===== src/rtl/core/repeat_yoyo_timeline_sequencer_macros.svh =====
// assertion helpers for the timeline sequencer
`ifndef REPEAT_YOYO_TIMELINE_SEQUENCER_MACROS_SVH
`define REPEAT_YOYO_TIMELINE_SEQUENCER_MACROS_SVH

// same-cycle implication
`define RYTS_ASSERT_IMP(lbl, ante, cons, msg) \
    lbl: assert property (@(posedge i_clk) disable iff (!i_rst_n) (ante) |-> (cons)) \
        else $error(msg);

// next-cycle implication
`define RYTS_ASSERT_NEXT(lbl, ante, cons, msg) \
    lbl: assert property (@(posedge i_clk) disable iff (!i_rst_n) (ante) |=> (cons)) \
        else $error(msg);

`endif


===== src/rtl/core/ryts_pkg.sv =====
package ryts_pkg;

    localparam logic [2:0] MODE_TICK   = 3'd0;
    localparam logic [2:0] MODE_START  = 3'd1;
    localparam logic [2:0] MODE_PAUSE  = 3'd2;
    localparam logic [2:0] MODE_RESUME = 3'd3;
    localparam logic [2:0] MODE_KILL   = 3'd4;

    localparam logic [2:0] CFG_DELAY_START   = 3'd0;
    localparam logic [2:0] CFG_ITER_DURATION = 3'd1;
    localparam logic [2:0] CFG_GAP_DELAY     = 3'd2;
    localparam logic [2:0] CFG_REPEAT_COUNT  = 3'd3;
    localparam logic [2:0] CFG_YOYO_ENABLE   = 3'd4;
    localparam logic [2:0] CFG_TRIGGER_MASK  = 3'd5;

    localparam logic [3:0] EV_STATUS        = 4'd0;
    localparam logic [3:0] EV_BEGIN         = 4'd1;
    localparam logic [3:0] EV_START         = 4'd2;
    localparam logic [3:0] EV_END           = 4'd3;
    localparam logic [3:0] EV_COMPLETE      = 4'd4;
    localparam logic [3:0] EV_BACK_BEGIN    = 4'd5;
    localparam logic [3:0] EV_BACK_START    = 4'd6;
    localparam logic [3:0] EV_BACK_END      = 4'd7;
    localparam logic [3:0] EV_BACK_COMPLETE = 4'd8;
    localparam logic [3:0] EV_SNAP_START    = 4'd9;
    localparam logic [3:0] EV_SNAP_END      = 4'd10;
    localparam logic [3:0] EV_INTERP        = 4'd11;

    localparam logic [7:0] TRIGGER_MASK_RESET = 8'd8;

    typedef struct packed {
        logic [2:0]         mode;
        logic signed [31:0] time_delta;
    } t_item;

    typedef struct packed {
        logic [3:0]         event_code;
        logic signed [31:0] step_now;
        logic signed [31:0] step_before;
        logic               in_iteration;
        logic signed [31:0] local_time;
        logic signed [31:0] part_delta;
        logic               finished;
        logic               carried;
        logic               last;
    } t_result;

    typedef struct packed {
        logic [30:0]        delay_start;
        logic [30:0]        iter_duration;
        logic [30:0]        gap_delay;
        logic signed [15:0] repeat_count;
        logic               yoyo_enable;
        logic [7:0]         trigger_mask;
    } t_cfg;

endpackage


===== src/rtl/core/ryts_front.sv =====
module ryts_front (
    input  logic           i_clk,
    input  logic           i_rst_n,
    input  logic           i_valid,
    output logic           o_ready,
    input  ryts_pkg::t_item i_item,
    output logic           o_q_valid,
    output ryts_pkg::t_item o_q_item,
    input  logic           i_q_pop
);
    import ryts_pkg::*;

    t_item      r_mem [2];
    logic       r_wp;
    logic       r_rp;
    logic [1:0] r_cnt;
    logic       w_push;
    logic       w_pop;

    assign o_ready   = (r_cnt != 2'd2);
    assign o_q_valid = (r_cnt != 2'd0);
    assign o_q_item  = r_mem[r_rp];
    assign w_push    = i_valid && o_ready;
    assign w_pop     = i_q_pop && o_q_valid;

    always_ff @(posedge i_clk) begin
        if (w_push) begin
            r_mem[r_wp] <= i_item;
        end
    end

    always_ff @(posedge i_clk) begin
        if (!i_rst_n) begin
            r_wp  <= 1'b0;
            r_rp  <= 1'b0;
            r_cnt <= 2'd0;
        end else begin
            if (w_push) begin
                r_wp <= ~r_wp;
            end
            if (w_pop) begin
                r_rp <= ~r_rp;
            end
            case ({w_push, w_pop})
                2'b10:   r_cnt <= r_cnt + 2'd1;
                2'b01:   r_cnt <= r_cnt - 2'd1;
                default: r_cnt <= r_cnt;
            endcase
        end
    end

endmodule


===== src/rtl/core/ryts_seq.sv =====
module ryts_seq #(
    parameter int TIME_WIDTH = 32,
    parameter int MAX_EVENTS = 63
) (
    input  logic              i_clk,
    input  logic              i_rst_n,
    input  ryts_pkg::t_cfg    i_cfg,
    input  logic              i_q_valid,
    input  ryts_pkg::t_item   i_q_item,
    output logic              o_q_pop,
    output logic              o_out_valid,
    output ryts_pkg::t_result o_out,
    input  logic              i_out_ready
);
    import ryts_pkg::*;

    localparam int CW  = ((TIME_WIDTH > 32) ? TIME_WIDTH : 32) + 2;
    localparam int OCW = $clog2(MAX_EVENTS + 1);
    localparam logic signed [CW-1:0] TMAX =
        {{(CW - TIME_WIDTH + 1){1'b0}}, {(TIME_WIDTH - 1){1'b1}}};
    localparam logic signed [CW-1:0] TMIN = ~TMAX;
    localparam logic signed [CW-1:0] TZERO = '0;

    typedef enum logic [6:0] {
        S_IDLE   = 7'b0000001,
        S_PREP   = 7'b0000010,
        S_CLASS  = 7'b0000100,
        S_APPLY  = 7'b0001000,
        S_DRAIN  = 7'b0010000,
        S_FIN    = 7'b0100000,
        S_STATUS = 7'b1000000
    } t_state;

    typedef enum logic [2:0] {
        PH_DELAY = 3'b001,
        PH_ENTRY = 3'b010,
        PH_WALK  = 3'b100
    } t_phase;

    typedef enum logic [3:0] {
        K_DELAY, K_ENTA, K_ENTB, K_REV_IN, K_FWD_IN, K_REV_OUT, K_FWD_OUT, K_PLAY, K_WAIT
    } t_kind;

    function automatic logic signed [CW-1:0] sat(input logic signed [CW-1:0] v);
        if (v > TMAX) begin
            return TMAX;
        end else if (v < TMIN) begin
            return TMIN;
        end
        return v;
    endfunction

    function automatic logic signed [CW-1:0] sadd(input logic signed [CW-1:0] a,
                                                  input logic signed [CW-1:0] b);
        return sat(a + b);
    endfunction

    function automatic logic signed [CW-1:0] ssub(input logic signed [CW-1:0] a,
                                                  input logic signed [CW-1:0] b);
        return sat(a - b);
    endfunction

    function automatic t_result mk(input logic [3:0] code, input logic signed [31:0] stp,
                                   input logic signed [31:0] bef, input logic it,
                                   input logic signed [CW-1:0] tm,
                                   input logic signed [CW-1:0] part, input logic fin);
        t_result r;
        r.event_code   = code;
        r.step_now     = stp;
        r.step_before  = bef;
        r.in_iteration = it;
        r.local_time   = tm[31:0];
        r.part_delta   = part[31:0];
        r.finished     = fin;
        r.carried      = 1'b0;
        r.last         = 1'b0;
        return r;
    endfunction

    t_state               r_state;
    t_phase               r_phase;
    t_kind                r_kind;
    logic signed [31:0]   r_step;
    logic                 r_it;
    logic signed [CW-1:0] r_time;
    logic signed [CW-1:0] r_pend;
    logic signed [CW-1:0] r_dt;
    logic signed [CW-1:0] r_sum;
    logic signed [CW-1:0] r_part;
    logic                 r_started;
    logic                 r_init;
    logic                 r_paused;
    logic                 r_killed;
    logic                 r_fin;
    logic                 r_carry;
    logic                 r_brk;
    logic [OCW-1:0]       r_ocnt;
    t_result              r_list [3];
    logic [2:0]           r_lv;
    logic                 r_out_valid;
    t_result              r_out;

    logic signed [CW-1:0] w_sum;
    logic signed [CW-1:0] w_dur;
    logic signed [CW-1:0] w_gap;
    logic signed [CW-1:0] w_del;
    logic signed [CW-1:0] w_pz;
    logic signed [CW-1:0] w_pg;
    logic signed [CW-1:0] w_pd;
    logic signed [CW-1:0] w_pdel;
    logic signed [31:0]   w_rc2;
    logic                 w_rc_neg;
    logic                 w_valid_step;
    logic                 w_out_free;
    logic                 w_fin_out;
    logic                 w_c8;
    logic                 w_load;
    t_result              w_status;

    logic signed [31:0]   n_step;
    logic                 n_it;
    logic signed [CW-1:0] n_tfin;
    logic                 n_rev;
    t_result              n_list [3];
    logic [2:0]           n_lv;

    assign w_sum    = sadd(r_time, r_dt);
    assign w_dur    = {{(CW - 31){1'b0}}, i_cfg.iter_duration};
    assign w_gap    = {{(CW - 31){1'b0}}, i_cfg.gap_delay};
    assign w_del    = {{(CW - 31){1'b0}}, i_cfg.delay_start};
    assign w_pz     = ssub(TZERO, r_time);
    assign w_pg     = ssub(w_gap, r_time);
    assign w_pd     = ssub(w_dur, r_time);
    assign w_pdel   = ssub(w_del, r_time);
    assign w_rc2    = {{15{i_cfg.repeat_count[15]}}, i_cfg.repeat_count, 1'b0};
    assign w_rc_neg = i_cfg.repeat_count[15];
    assign w_valid_step = (!r_step[31] && r_step <= w_rc2) || w_rc_neg;
    assign w_out_free   = !r_out_valid || i_out_ready;
    assign w_fin_out    = r_fin || r_killed;
    assign w_load       = w_out_free &&
                          ((r_state == S_DRAIN && r_lv[0]) || r_state == S_STATUS);

    assign o_out_valid = r_out_valid;
    assign o_out       = r_out;
    assign o_q_pop     = (r_state == S_IDLE) && i_q_valid;

    // closing status item
    always_comb begin
        w_status         = mk(EV_STATUS, r_step, r_step, r_it, r_time, TZERO, w_fin_out);
        w_status.carried = r_carry;
        w_status.last    = 1'b1;
    end

    // step transition and the items it emits
    always_comb begin
        n_step = r_step;
        n_it   = r_it;
        n_tfin = r_time;
        n_lv   = 3'b000;
        w_c8   = 1'b0;
        n_rev  = 1'b0;
        for (int k = 0; k < 3; k++) begin
            n_list[k] = mk(EV_STATUS, r_step, r_step, r_it, r_time, TZERO, w_fin_out);
        end
        case (r_kind)
            K_DELAY, K_ENTA: begin
                n_step = '0;
                n_it   = 1'b1;
                n_tfin = TZERO;
                n_list[0] = mk(EV_BEGIN, n_step, n_step, 1'b1, TZERO, TZERO, w_fin_out);
                n_list[1] = mk(EV_START, n_step, n_step, 1'b1, TZERO, TZERO, w_fin_out);
                n_list[2] = mk(EV_INTERP, n_step, -32'sd1, 1'b1, TZERO, r_part, w_fin_out);
                n_lv = {(r_kind == K_ENTA), i_cfg.trigger_mask[1], i_cfg.trigger_mask[0]};
            end
            K_ENTB: begin
                n_step = w_rc2;
                n_it   = 1'b1;
                n_tfin = w_dur;
                n_list[0] = mk(EV_BACK_BEGIN, n_step, n_step, 1'b1, w_dur, TZERO, w_fin_out);
                n_list[1] = mk(EV_BACK_START, n_step, n_step, 1'b1, w_dur, TZERO, w_fin_out);
                n_list[2] = mk(EV_INTERP, n_step, w_rc2 + 32'sd1, 1'b1, w_dur, r_part,
                               w_fin_out);
                n_lv = {1'b1, i_cfg.trigger_mask[5], i_cfg.trigger_mask[4]};
            end
            K_REV_IN: begin
                n_step = r_step - 32'sd1;
                n_it   = 1'b1;
                n_tfin = w_dur;
                n_rev  = i_cfg.yoyo_enable && (n_step[1:0] == 2'd2);
                n_list[0] = mk(n_rev ? EV_SNAP_START : EV_SNAP_END, n_step, n_step, 1'b1,
                               w_dur, TZERO, w_fin_out);
                n_list[1] = mk(EV_BACK_START, n_step, n_step, 1'b1, w_dur, TZERO, w_fin_out);
                n_list[2] = mk(EV_INTERP, n_step, r_step, 1'b1, w_dur, r_part, w_fin_out);
                n_lv = {1'b1, i_cfg.trigger_mask[5], 1'b1};
            end
            K_FWD_IN: begin
                n_step = r_step + 32'sd1;
                n_it   = 1'b1;
                n_tfin = TZERO;
                n_rev  = i_cfg.yoyo_enable && (n_step[1:0] == 2'd2);
                n_list[0] = mk(n_rev ? EV_SNAP_END : EV_SNAP_START, n_step, n_step, 1'b1,
                               TZERO, TZERO, w_fin_out);
                n_list[1] = mk(EV_START, n_step, n_step, 1'b1, TZERO, TZERO, w_fin_out);
                n_list[2] = mk(EV_INTERP, n_step, r_step, 1'b1, TZERO, r_part, w_fin_out);
                n_lv = {1'b1, i_cfg.trigger_mask[1], 1'b1};
            end
            K_REV_OUT: begin
                n_step = r_step - 32'sd1;
                n_it   = 1'b0;
                w_c8   = n_step[31] && !w_rc_neg;
                n_tfin = w_c8 ? TZERO : w_gap;
                n_list[0] = mk(EV_INTERP, n_step, r_step, 1'b0, TZERO, r_part, w_fin_out);
                n_list[1] = mk(EV_BACK_END, n_step, n_step, 1'b0, TZERO, TZERO, w_fin_out);
                n_list[2] = mk(EV_BACK_COMPLETE, n_step, n_step, 1'b0, TZERO, TZERO,
                               w_fin_out);
                n_lv = {w_c8 && i_cfg.trigger_mask[7], i_cfg.trigger_mask[6], 1'b1};
            end
            K_FWD_OUT: begin
                n_step = r_step + 32'sd1;
                n_it   = 1'b0;
                n_tfin = TZERO;
                w_c8   = (n_step > w_rc2) && !w_rc_neg;
                n_list[0] = mk(EV_INTERP, n_step, r_step, 1'b0, w_dur, r_part, w_fin_out);
                n_list[1] = mk(EV_END, n_step, n_step, 1'b0, w_dur, TZERO, w_fin_out);
                n_list[2] = mk(EV_COMPLETE, n_step, n_step, 1'b0, w_dur, TZERO, w_fin_out);
                n_lv = {w_c8 && i_cfg.trigger_mask[3], i_cfg.trigger_mask[2], 1'b1};
            end
            K_PLAY: begin
                n_tfin = r_sum;
                n_list[0] = mk(EV_INTERP, r_step, r_step, r_it, r_sum, r_part, w_fin_out);
                n_lv = 3'b001;
            end
            default: begin
                n_tfin = r_sum;
            end
        endcase
    end

    always_ff @(posedge i_clk) begin
        if (!i_rst_n) begin
            r_state     <= S_IDLE;
            r_phase     <= PH_DELAY;
            r_kind      <= K_WAIT;
            r_step      <= -32'sd2;
            r_it        <= 1'b0;
            r_time      <= '0;
            r_pend      <= '0;
            r_started   <= 1'b0;
            r_init      <= 1'b0;
            r_paused    <= 1'b0;
            r_killed    <= 1'b0;
            r_fin       <= 1'b0;
            r_carry     <= 1'b0;
            r_brk       <= 1'b0;
            r_ocnt      <= '0;
            r_lv        <= 3'b000;
            r_out_valid <= 1'b0;
        end else begin
            if (w_load) begin
                r_out_valid <= 1'b1;
            end else if (i_out_ready) begin
                r_out_valid <= 1'b0;
            end
            case (r_state)
                S_IDLE: begin
                    if (i_q_valid) begin
                        r_ocnt  <= '0;
                        r_carry <= 1'b0;
                        r_state <= S_STATUS;
                        case (i_q_item.mode)
                            MODE_TICK: begin
                                if (r_started && !r_paused && !r_killed) begin
                                    r_dt    <= {{(CW - 32){i_q_item.time_delta[31]}},
                                                i_q_item.time_delta};
                                    r_state <= S_PREP;
                                end
                            end
                            MODE_START: begin
                                r_time    <= '0;
                                r_pend    <= '0;
                                r_started <= 1'b1;
                            end
                            MODE_PAUSE:  r_paused <= 1'b1;
                            MODE_RESUME: r_paused <= 1'b0;
                            MODE_KILL:   r_killed <= 1'b1;
                            default: ;
                        endcase
                    end
                end
                S_PREP: begin
                    r_dt    <= sadd(r_pend, r_dt);
                    r_pend  <= '0;
                    r_phase <= PH_DELAY;
                    r_state <= S_CLASS;
                end
                S_CLASS: begin
                    r_sum <= w_sum;
                    case (r_phase)
                        PH_DELAY: begin
                            if (!r_init && w_sum >= w_del) begin
                                r_kind  <= K_DELAY;
                                r_part  <= w_pdel;
                                r_state <= S_APPLY;
                            end else if (r_init) begin
                                r_phase <= PH_ENTRY;
                            end else begin
                                r_state <= S_FIN;
                            end
                        end
                        PH_ENTRY: begin
                            if (!r_it && !w_rc_neg && r_step[31] && !w_sum[CW-1]) begin
                                r_kind  <= K_ENTA;
                                r_part  <= w_pz;
                                r_state <= S_APPLY;
                            end else if (!r_it && !w_rc_neg && r_step > w_rc2 &&
                                         w_sum[CW-1]) begin
                                r_kind  <= K_ENTB;
                                r_part  <= w_pz;
                                r_state <= S_APPLY;
                            end else begin
                                r_phase <= PH_WALK;
                            end
                        end
                        default: begin
                            if (!w_valid_step) begin
                                r_state <= S_FIN;
                            end else if (int'(r_ocnt) + 3 > MAX_EVENTS) begin
                                r_carry <= 1'b1;
                                r_state <= S_FIN;
                            end else begin
                                r_state <= S_APPLY;
                                if (!r_it && w_sum <= TZERO) begin
                                    r_kind <= K_REV_IN;
                                    r_part <= w_pz;
                                end else if (!r_it && w_sum >= w_gap) begin
                                    r_kind <= K_FWD_IN;
                                    r_part <= w_pg;
                                end else if (r_it && w_sum < TZERO) begin
                                    r_kind <= K_REV_OUT;
                                    r_part <= w_pz;
                                end else if (r_it && w_sum > w_dur) begin
                                    r_kind <= K_FWD_OUT;
                                    r_part <= w_pd;
                                end else if (r_it) begin
                                    r_kind <= K_PLAY;
                                    r_part <= r_dt;
                                end else begin
                                    r_kind <= K_WAIT;
                                end
                            end
                        end
                    endcase
                end
                S_APPLY: begin
                    r_step <= n_step;
                    r_it   <= n_it;
                    r_time <= n_tfin;
                    for (int k = 0; k < 3; k++) begin
                        r_list[k] <= n_list[k];
                    end
                    r_lv <= n_lv;
                    if (r_kind == K_PLAY || r_kind == K_WAIT) begin
                        r_dt  <= '0;
                        r_brk <= 1'b1;
                    end else begin
                        r_dt  <= ssub(r_dt, r_part);
                        r_brk <= 1'b0;
                    end
                    if (r_kind == K_DELAY) begin
                        r_init  <= 1'b1;
                        r_phase <= PH_ENTRY;
                    end else if (r_kind == K_ENTA || r_kind == K_ENTB) begin
                        r_phase <= PH_WALK;
                    end
                    r_state <= S_DRAIN;
                end
                S_DRAIN: begin
                    if (r_lv == 3'b000) begin
                        r_state <= r_brk ? S_FIN : S_CLASS;
                    end else if (!r_lv[0] || w_out_free) begin
                        if (r_lv[0]) begin
                            r_out  <= r_list[0];
                            r_ocnt <= r_ocnt + 1'b1;
                        end
                        r_list[0] <= r_list[1];
                        r_list[1] <= r_list[2];
                        r_lv      <= {1'b0, r_lv[2:1]};
                    end
                end
                S_FIN: begin
                    if (r_init) begin
                        r_fin <= !w_rc_neg && (r_step > w_rc2 || r_step[31]);
                    end
                    if (r_carry) begin
                        r_pend <= r_dt;
                    end else begin
                        r_time <= w_sum;
                    end
                    r_state <= S_STATUS;
                end
                S_STATUS: begin
                    if (w_out_free) begin
                        r_out   <= w_status;
                        r_state <= S_IDLE;
                    end
                end
                default: r_state <= S_IDLE;
            endcase
        end
    end

endmodule


===== src/rtl/core/repeat_yoyo_timeline_sequencer.sv =====
// timeline sequencer with start delay, repeats, gap delays and yoyo reversal
// input stream: s_axis, one transfer per command; tuser holds the mode
//   (tick, start, pause, resume, kill), tdata the signed Q16.16 tick delta
// output stream: m_axis, one transfer per event; tuser holds the event code,
//   tlast marks the status item that closes every command
// configuration: i_cfg_we writes register i_cfg_idx with i_cfg_data; the user
//   writes only while idle, which the block itself does not enforce
// a two-entry input queue takes commands while the sequencer is busy
// a non-tick command goes from the queue to S_STATUS, which registers its status item
// a tick passes through pop, pending delta merge, a classify for each phase check,
//   step passes, finish and status; each step pass classifies, applies and then
//   drains its event slots (3 at a boundary, 1 while playing); the core handles
//   one command at a time, so throughput follows the number of events per tick
// up to MAX_EVENTS events per tick; beyond that the rest of the delta is kept
//   for the next tick and the status item has its carried bit set
// reset clears all timeline state: step -2, time 0, not started, mask 8
// when m_axis_tready is low the output register holds its transfer and the
//   sequencer waits in S_DRAIN or S_STATUS; the input queue fills and then
//   drops s_axis_tready
`include "repeat_yoyo_timeline_sequencer_macros.svh"

module repeat_yoyo_timeline_sequencer #(
    parameter int TIME_WIDTH = 32,
    parameter int MAX_EVENTS = 63
) (
    input  logic         i_clk,
    input  logic         i_rst_n,
    input  logic         i_cfg_we,
    input  logic [2:0]   i_cfg_idx,
    input  logic [30:0]  i_cfg_data,
    input  logic         s_axis_tvalid,
    output logic         s_axis_tready,
    input  logic [31:0]  s_axis_tdata,  // time_delta
    input  logic [2:0]   s_axis_tuser,  // mode
    output logic         m_axis_tvalid,
    input  logic         m_axis_tready,
    // step_now, step_before, in_iteration, local_time, part_delta, finished,
    // carried, zero fill
    output logic [135:0] m_axis_tdata,
    output logic [3:0]   m_axis_tuser,  // event_code
    output logic         m_axis_tlast
);
    import ryts_pkg::*;

    t_cfg    r_cfg;
    t_item   w_in_item;
    t_item   w_q_item;
    logic    w_q_valid;
    logic    w_q_pop;
    t_result w_out;

    always_ff @(posedge i_clk) begin
        if (!i_rst_n) begin
            r_cfg.delay_start   <= '0;
            r_cfg.iter_duration <= '0;
            r_cfg.gap_delay     <= '0;
            r_cfg.repeat_count  <= '0;
            r_cfg.yoyo_enable   <= 1'b0;
            r_cfg.trigger_mask  <= TRIGGER_MASK_RESET;
        end else if (i_cfg_we) begin
            case (i_cfg_idx)
                CFG_DELAY_START:   r_cfg.delay_start   <= i_cfg_data;
                CFG_ITER_DURATION: r_cfg.iter_duration <= i_cfg_data;
                CFG_GAP_DELAY:     r_cfg.gap_delay     <= i_cfg_data;
                CFG_REPEAT_COUNT:  r_cfg.repeat_count  <= i_cfg_data[15:0];
                CFG_YOYO_ENABLE:   r_cfg.yoyo_enable   <= i_cfg_data[0];
                CFG_TRIGGER_MASK:  r_cfg.trigger_mask  <= i_cfg_data[7:0];
                default: ;
            endcase
        end
    end

    assign w_in_item.mode       = s_axis_tuser;
    assign w_in_item.time_delta = s_axis_tdata;

    ryts_front u_front (
        .i_clk     (i_clk),
        .i_rst_n   (i_rst_n),
        .i_valid   (s_axis_tvalid),
        .o_ready   (s_axis_tready),
        .i_item    (w_in_item),
        .o_q_valid (w_q_valid),
        .o_q_item  (w_q_item),
        .i_q_pop   (w_q_pop)
    );

    ryts_seq #(
        .TIME_WIDTH (TIME_WIDTH),
        .MAX_EVENTS (MAX_EVENTS)
    ) u_seq (
        .i_clk       (i_clk),
        .i_rst_n     (i_rst_n),
        .i_cfg       (r_cfg),
        .i_q_valid   (w_q_valid),
        .i_q_item    (w_q_item),
        .o_q_pop     (w_q_pop),
        .o_out_valid (m_axis_tvalid),
        .o_out       (w_out),
        .i_out_ready (m_axis_tready)
    );

    assign m_axis_tdata = {5'b0, w_out.carried, w_out.finished, w_out.part_delta,
                           w_out.local_time, w_out.in_iteration, w_out.step_before,
                           w_out.step_now};
    assign m_axis_tuser = w_out.event_code;
    assign m_axis_tlast = w_out.last;

    `RYTS_ASSERT_IMP(a_last_is_status, m_axis_tvalid,
        m_axis_tlast == (m_axis_tuser == EV_STATUS), "tlast must mark the status item")
    `RYTS_ASSERT_IMP(a_carry_on_status, m_axis_tvalid && !m_axis_tlast,
        !m_axis_tdata[130], "carried set on a non-status item")
    `RYTS_ASSERT_IMP(a_before_matches, m_axis_tvalid && (m_axis_tuser != EV_INTERP),
        m_axis_tdata[63:32] == m_axis_tdata[31:0], "step_before differs outside interpolation")
    `RYTS_ASSERT_NEXT(a_hold_on_stall, m_axis_tvalid && !m_axis_tready,
        m_axis_tvalid && $stable(m_axis_tdata), "output transfer changed while stalled")

endmodule

===== config.mk =====
export PLATFORM = sky130hd
export DESIGN_NAME = repeat_yoyo_timeline_sequencer
export DESIGN_NICKNAME = d
export VERILOG_FILES = /design/src/rtl/core/ryts_pkg.sv /design/src/rtl/core/ryts_front.sv /design/src/rtl/core/ryts_seq.sv /design/src/rtl/core/repeat_yoyo_timeline_sequencer.sv
export VERILOG_INCLUDE_DIRS = /design/src /design/src/rtl/core
export SDC_FILE = /design/constraint.sdc
export NUM_CORES = 2
export LEC_CHECK = 0
export BUFFER_PORTS_ARGS = -buffer_cell sky130_fd_sc_hd__buf_2
export CAP_MARGIN = 10
export CELL_PAD_IN_SITES_DETAIL_PLACEMENT = 1
export CELL_PAD_IN_SITES_GLOBAL_PLACEMENT = 1
export CORE_UTILIZATION = 53
export DETAILED_ROUTE_END_ITERATION = 12
export PLACE_DENSITY_LB_ADDON = 0.12
export SETUP_SLACK_MARGIN = 0.1
export SLEW_MARGIN = 20
export SYNTH_ARGS = -nofsm -noshare
export SYNTH_HDL_FRONTEND = slang
export SYNTH_HIERARCHICAL = 1
export SYNTH_SLANG_ARGS = --single-unit

===== constraint.sdc =====
create_clock -name i_clk -period 43.3 [get_ports i_clk]
set_input_delay 8.66 -clock i_clk [delete_from_list [all_inputs] [get_ports i_clk]]
set_output_delay 8.66 -clock i_clk [all_outputs]
set_load 0.01 [all_outputs]

======== Yosys cells after proc, flatten, opt, wreduce, memory -nomap -nowiden ========
Memory sizes are Yosys's and may differ from the RTL's. A register that Yosys moved wholly into a read port is not among the register bits.
Cells that the tools add are included.
cells by class
  add/subtract/negate cells ............... 14
  $lt $le $gt $ge ......................... 23
  equal/unequal tests ..................... 56
  muxes and demuxes ....................... 141
  bitwise gates (word level) .............. 4
  reductions and logical operators ........ 95
operator list
  kind                   count
  $pmux 271 s6           1
  $mux 34                39
  $pmux 136 s7           1
  $mux 136               6
  $pmux 34 s3            4
  $pmux 136 s2           1
  $gt 34x32->1 const B   7
  $lt 34x32->1 const B   7
  $pmux 32 s4            1
  $sub 32x34->34         3
  $mux 7                 10
  $add 34x34->34         2
  $ge 34x32->1           2
  $pmux 34 s2            1
  $gt 32x17->1           2
  $pmux 7 s7             1
  $mux 4                 10
  $mux 1                 38
  $mux 6                 6
  $gt 34x32->1           1
  $le 34x1->1 const B    1
  $lt 34x1->1 const B    1
  $sub 1x34->34 const A  1
  $sub 34x34->34         1
  63 further kinds       186
storage, ports and cells
  register bits after elaboration ......... 492
  memory bits (writable) .................. 478
  input bits .............................. 74
  logic and storage cells ................. 373
  memories ................................ 2
memory list
  name           depth  bits a word  rd ports  clocked after memory_dff  wr ports  line              text
  u_seq.r_list   3      136          3         0                         3         ryts_seq.sv:98    t_result r_list [3];
  u_front.r_mem  2      35           1         1                         1         ryts_front.sv:13  t_item r_mem [2];

======== Longest topological paths before layout ========
  depth in word-level cells ............... 14
  mapped depth ............................ 28
  mapped depth without buffers ............ 26

======== By module ========
The synthesis kept the hierarchy.
modules (own cells, without submodules)
  module                          times used  cells each  area each (um^2)
  ryts_seq                        1           5,682       51,334.2
  repeat_yoyo_timeline_sequencer  1           429         4,448.0
  ryts_front                      1           133         2,751.4

======== Worst setup path before layout ========
Ideal clock, no wire load.
  kind .................................... input port to flip-flop
  start ................................... in i_rst_n
  end ..................................... mem u_seq/r_list[0][100] (netlist bit) (enable)
  library setup time ...................... 1,269 ps
  data arrival time ....................... 27,928 ps
  data required time ...................... 42,031 ps
  setup slack ............................. 14,104 ps
  cell stages on the path ................. 4
  cell sequence ........................... clkbuf_1 inv_1 clkbuf_1 o21ai_0
RTL lines
  item                line                                  text
  start: declaration  repeat_yoyo_timeline_sequencer.sv:27  input logic i_rst_n,
  end: declaration    ryts_seq.sv:98

==> results.cfg <==
[die]
coreArea_um2 = 109000
row_count = 121
fp.dieW_um = 334
design.die.area_um2 = 112000
start_util = 0.536
die_h_um = 334
ios = 217

[global_routing]
grtUsageTotal = 0.380
grtUsageMet1 = 0.447
grtUsageMet3 = 0.0506
met2_usage = 0.645
grt_remaining_overflow = 0
antenna_found_initial = 5
grt_max_degree = 172
first_global_vias = 53400
top_usage_layer = met2
grt_pass1_wl_um = 325000

[critical_path]
r2r_end = u_seq/r_part[26]
cp_cell_sequence = buf_2 -> nor2b_1 -> a21oi_2 -> buf_4 -> nand2_4 -> buf_12 -> nand2_1 -> a221oi_1 -> o21ai_0 -> o21a_1
crit_type = input port to flop
path_max_fanout = 155
r2r_slack_ns = 34.04
arrival_ns = 12.03
cp-start-kind = input port
r2r-start = u_seq/r_dt[11]
r2r_cells = 23
setup.worst_path.start = m_axis_tready
slowest_delay_ns = 0.54
endpoint = u_seq/r_list[0][91]
slowest_stage = nand2_4
worstSetupEndpointType = flop
required_ns = 43.76

[sta]
drv_slew = 0
fin_skew_ns = 0.0308
timing.hold.ws_ns = 0.464
min_period_ns = 11.57
fin_crit_sh = 0.267
rsz0062_at_grt = false
setup_viol = 0
final_hold_viol_count = 0
max_freq_ghz = 0.0864
maxSlewHeadroom = 0.165
worst_slew_pin_slew_ns = 1.24
layout_setup_ws_ns = 31.73
setup-tns-final_ns = 0

[pwr]
total_power_mw = 3.15
p_per_area_nw_per_um2 = 48.9
ir_worst_vdd_mv = 0.0517
p_leak_nw = 24.6

[synth]
ys_types = 105
yosys_most_used_dff = edfxtp_1
synth-edff-count = 709
async_flop_share = 0
synth_top_family_by_area = compound AO/OA/AOI/OAI gates
synthAdderAreaFrac = 0.0781
synth_seq_cells = 964
yosys-mux-area-fraction = 0.0357
synth_cells = 6244
synth_area_um2 = 58500
synth_compound_area_frac = 0.193
synth_area_per_cell_um2 = 9.37
synth-simple-area-share = 0.159
synthXorXnorAreaFrac = 0.0396
yosysWarnings = 6
synth_seq_area_share = 0.451

[flow_run]
drv_cap = 0

[clock_network]
clk_path_buf_depth = 3
clk_pin_slew_ns = 0.06
cts_sinks = 964
numCtsBuffers = 104
cts.repair.resized = 0
htree_levels = 3
insertion_delay_ns = 0.71
cts_setup_buffers = 0
cts_root_buf = clkbuf_16
cts_tree = built
ctsHoldBuffers = 0

[route]
via_per_inst = 6.52
routed_wl_um = 216000
drc = 0
postRouteAntennaNets = 0
dr_total_vias = 51400
drtIter0Drc = 4374
wl_per_cell_um = 27.4
firstDrtPassIters = 8

[placement]
io_buffers = 211
pre_cts_slack_ns = 31.07
place_congestion = 0.982
place.detailed.hpwl_um = 153000
place_area_um2 = 61000

[layout]
fillers = 12200
final_cell_area_um2 = 64500
finalNetCount = 6749
area_delta_synth_final_pct = 10.2
drive_gt1_frac = 0.0995

[hold_path]
hold_path_depth = 2
hold_path_startpoint = r_cfg[4]
hold_path_class = flop to flop

[run_status]
status = complete, no violations
registers in the layout (all words and copies together), names as in the netlist, 32 cells and up, named ones only:
register       count
u_seq/o_out      136
u_seq/r_time      34
u_seq/r_list     401
u_seq/r_step      32
u_seq/r_pend      34
u_front/r_mem     70
u_seq/r_part      34
r_cfg            118
u_seq/r_sum       34
u_seq/r_dt        34
worst min path at each step:
stage | to | slack, ns
floorplan | u_seq/r_started | 0.43
global placement | u_seq/r_pend[10] | 0.44
detailed placement | u_seq/r_pend[22] | 0.45
CTS | u_seq/r_pend[6] | 0.46
global route | r_cfg[1] | 0.48
finish | r_cfg[4] | 0.46
power by group:
| part | total, mW | switching (mW) | internal [mW] | leakage, nW |
|---|---|---|---|---|
| Sequential | 1.07 | 0.0280 | 1.04 | 8.41 |
| Clock | 0.925 | 0.389 | 0.537 | 1.70 |
| Combinational | 1.15 | 0.767 | 0.387 | 14.5 |
placed cells by master (no fill, tap or decap), drive strengths merged, types with 79 or more instances in the layout:
cell type,n
a21oi,547
nand3,165
nor2,540
mux2i,130
nand2,843
ha,356
xor2,79
o21ai,413
inv,268
o21a,101
nor3,86
buf,318
xnor2,185
a21o,140
clkbuf,145
edfxtp,709
dfxtp,255
critical path, delay by kind of cell:
kind / cells / cell delay (ns)
compound gates: 4 / 0.75
simple gates: 3 / 1.39
buf+inv: 3 / 0.90
routing by layer:
metal / routed length (µm) / vias up
met1: 82400 / 25600
li1: - / 23000
met2: 104000 / 2112
met5: 22 / -
met3: 12200 / 751
met4: 16600 / 4
synthesized netlist by cell type (77+ instances only):
library cell    n  area, µm²
xnor2_1       185       1620
inv_1         258        968
and3_1         77        482
nand2_1       843       3160
nand3_1       165        826
edfxtp_1      709      21300
ha_1          356       4450
a21o_1        140       1050
dfxtp_1       255       5100
clkbuf_1      283       1060
nor3_1         84        420
nor2_1        539       2020
o21a_1        101        758
xor2_1         78        683
a21oi_1       546       2730
o21ai_0       383       1920
mux2i_1       130       1300
cells by family (layout without fill, tap and decap cells):
kind of cell               count (synthesis)  in the layout
and+or+nand+nor                         2063           2063
AOI/OAI and AO/OA                       1768           1768
DFF                                      964            964
buffers and inverters                    622            779
adders and majority gates                362            362
xor gates and xnor gates                 264            264
muxes                                    200            200
other                                      1              9
final cells by class:
class                   instances  area [µm²]  area share
diodes                          4        10.0    0.000155
clock buffers                 145        2910      0.0451
clock inverters                53         601     0.00931
inverters                     263         988      0.0153
multi-input cells            4662       29800       0.462
flip-flops and latches        964       26400       0.409
well taps                    1476        1850      0.0286
repair buffers                318        1900      0.0295
through the flow:
step | utilization | instances
after global placement | 0.558 | 7683
after global routing | 0.591 | 7882
after CTS | 0.591 | 7881
after floorplan | - | 6248
after detailed placement | 0.558 | 7683
final | 0.591 | 7885
No activity file was read; power rests on OpenSTA's default activity.
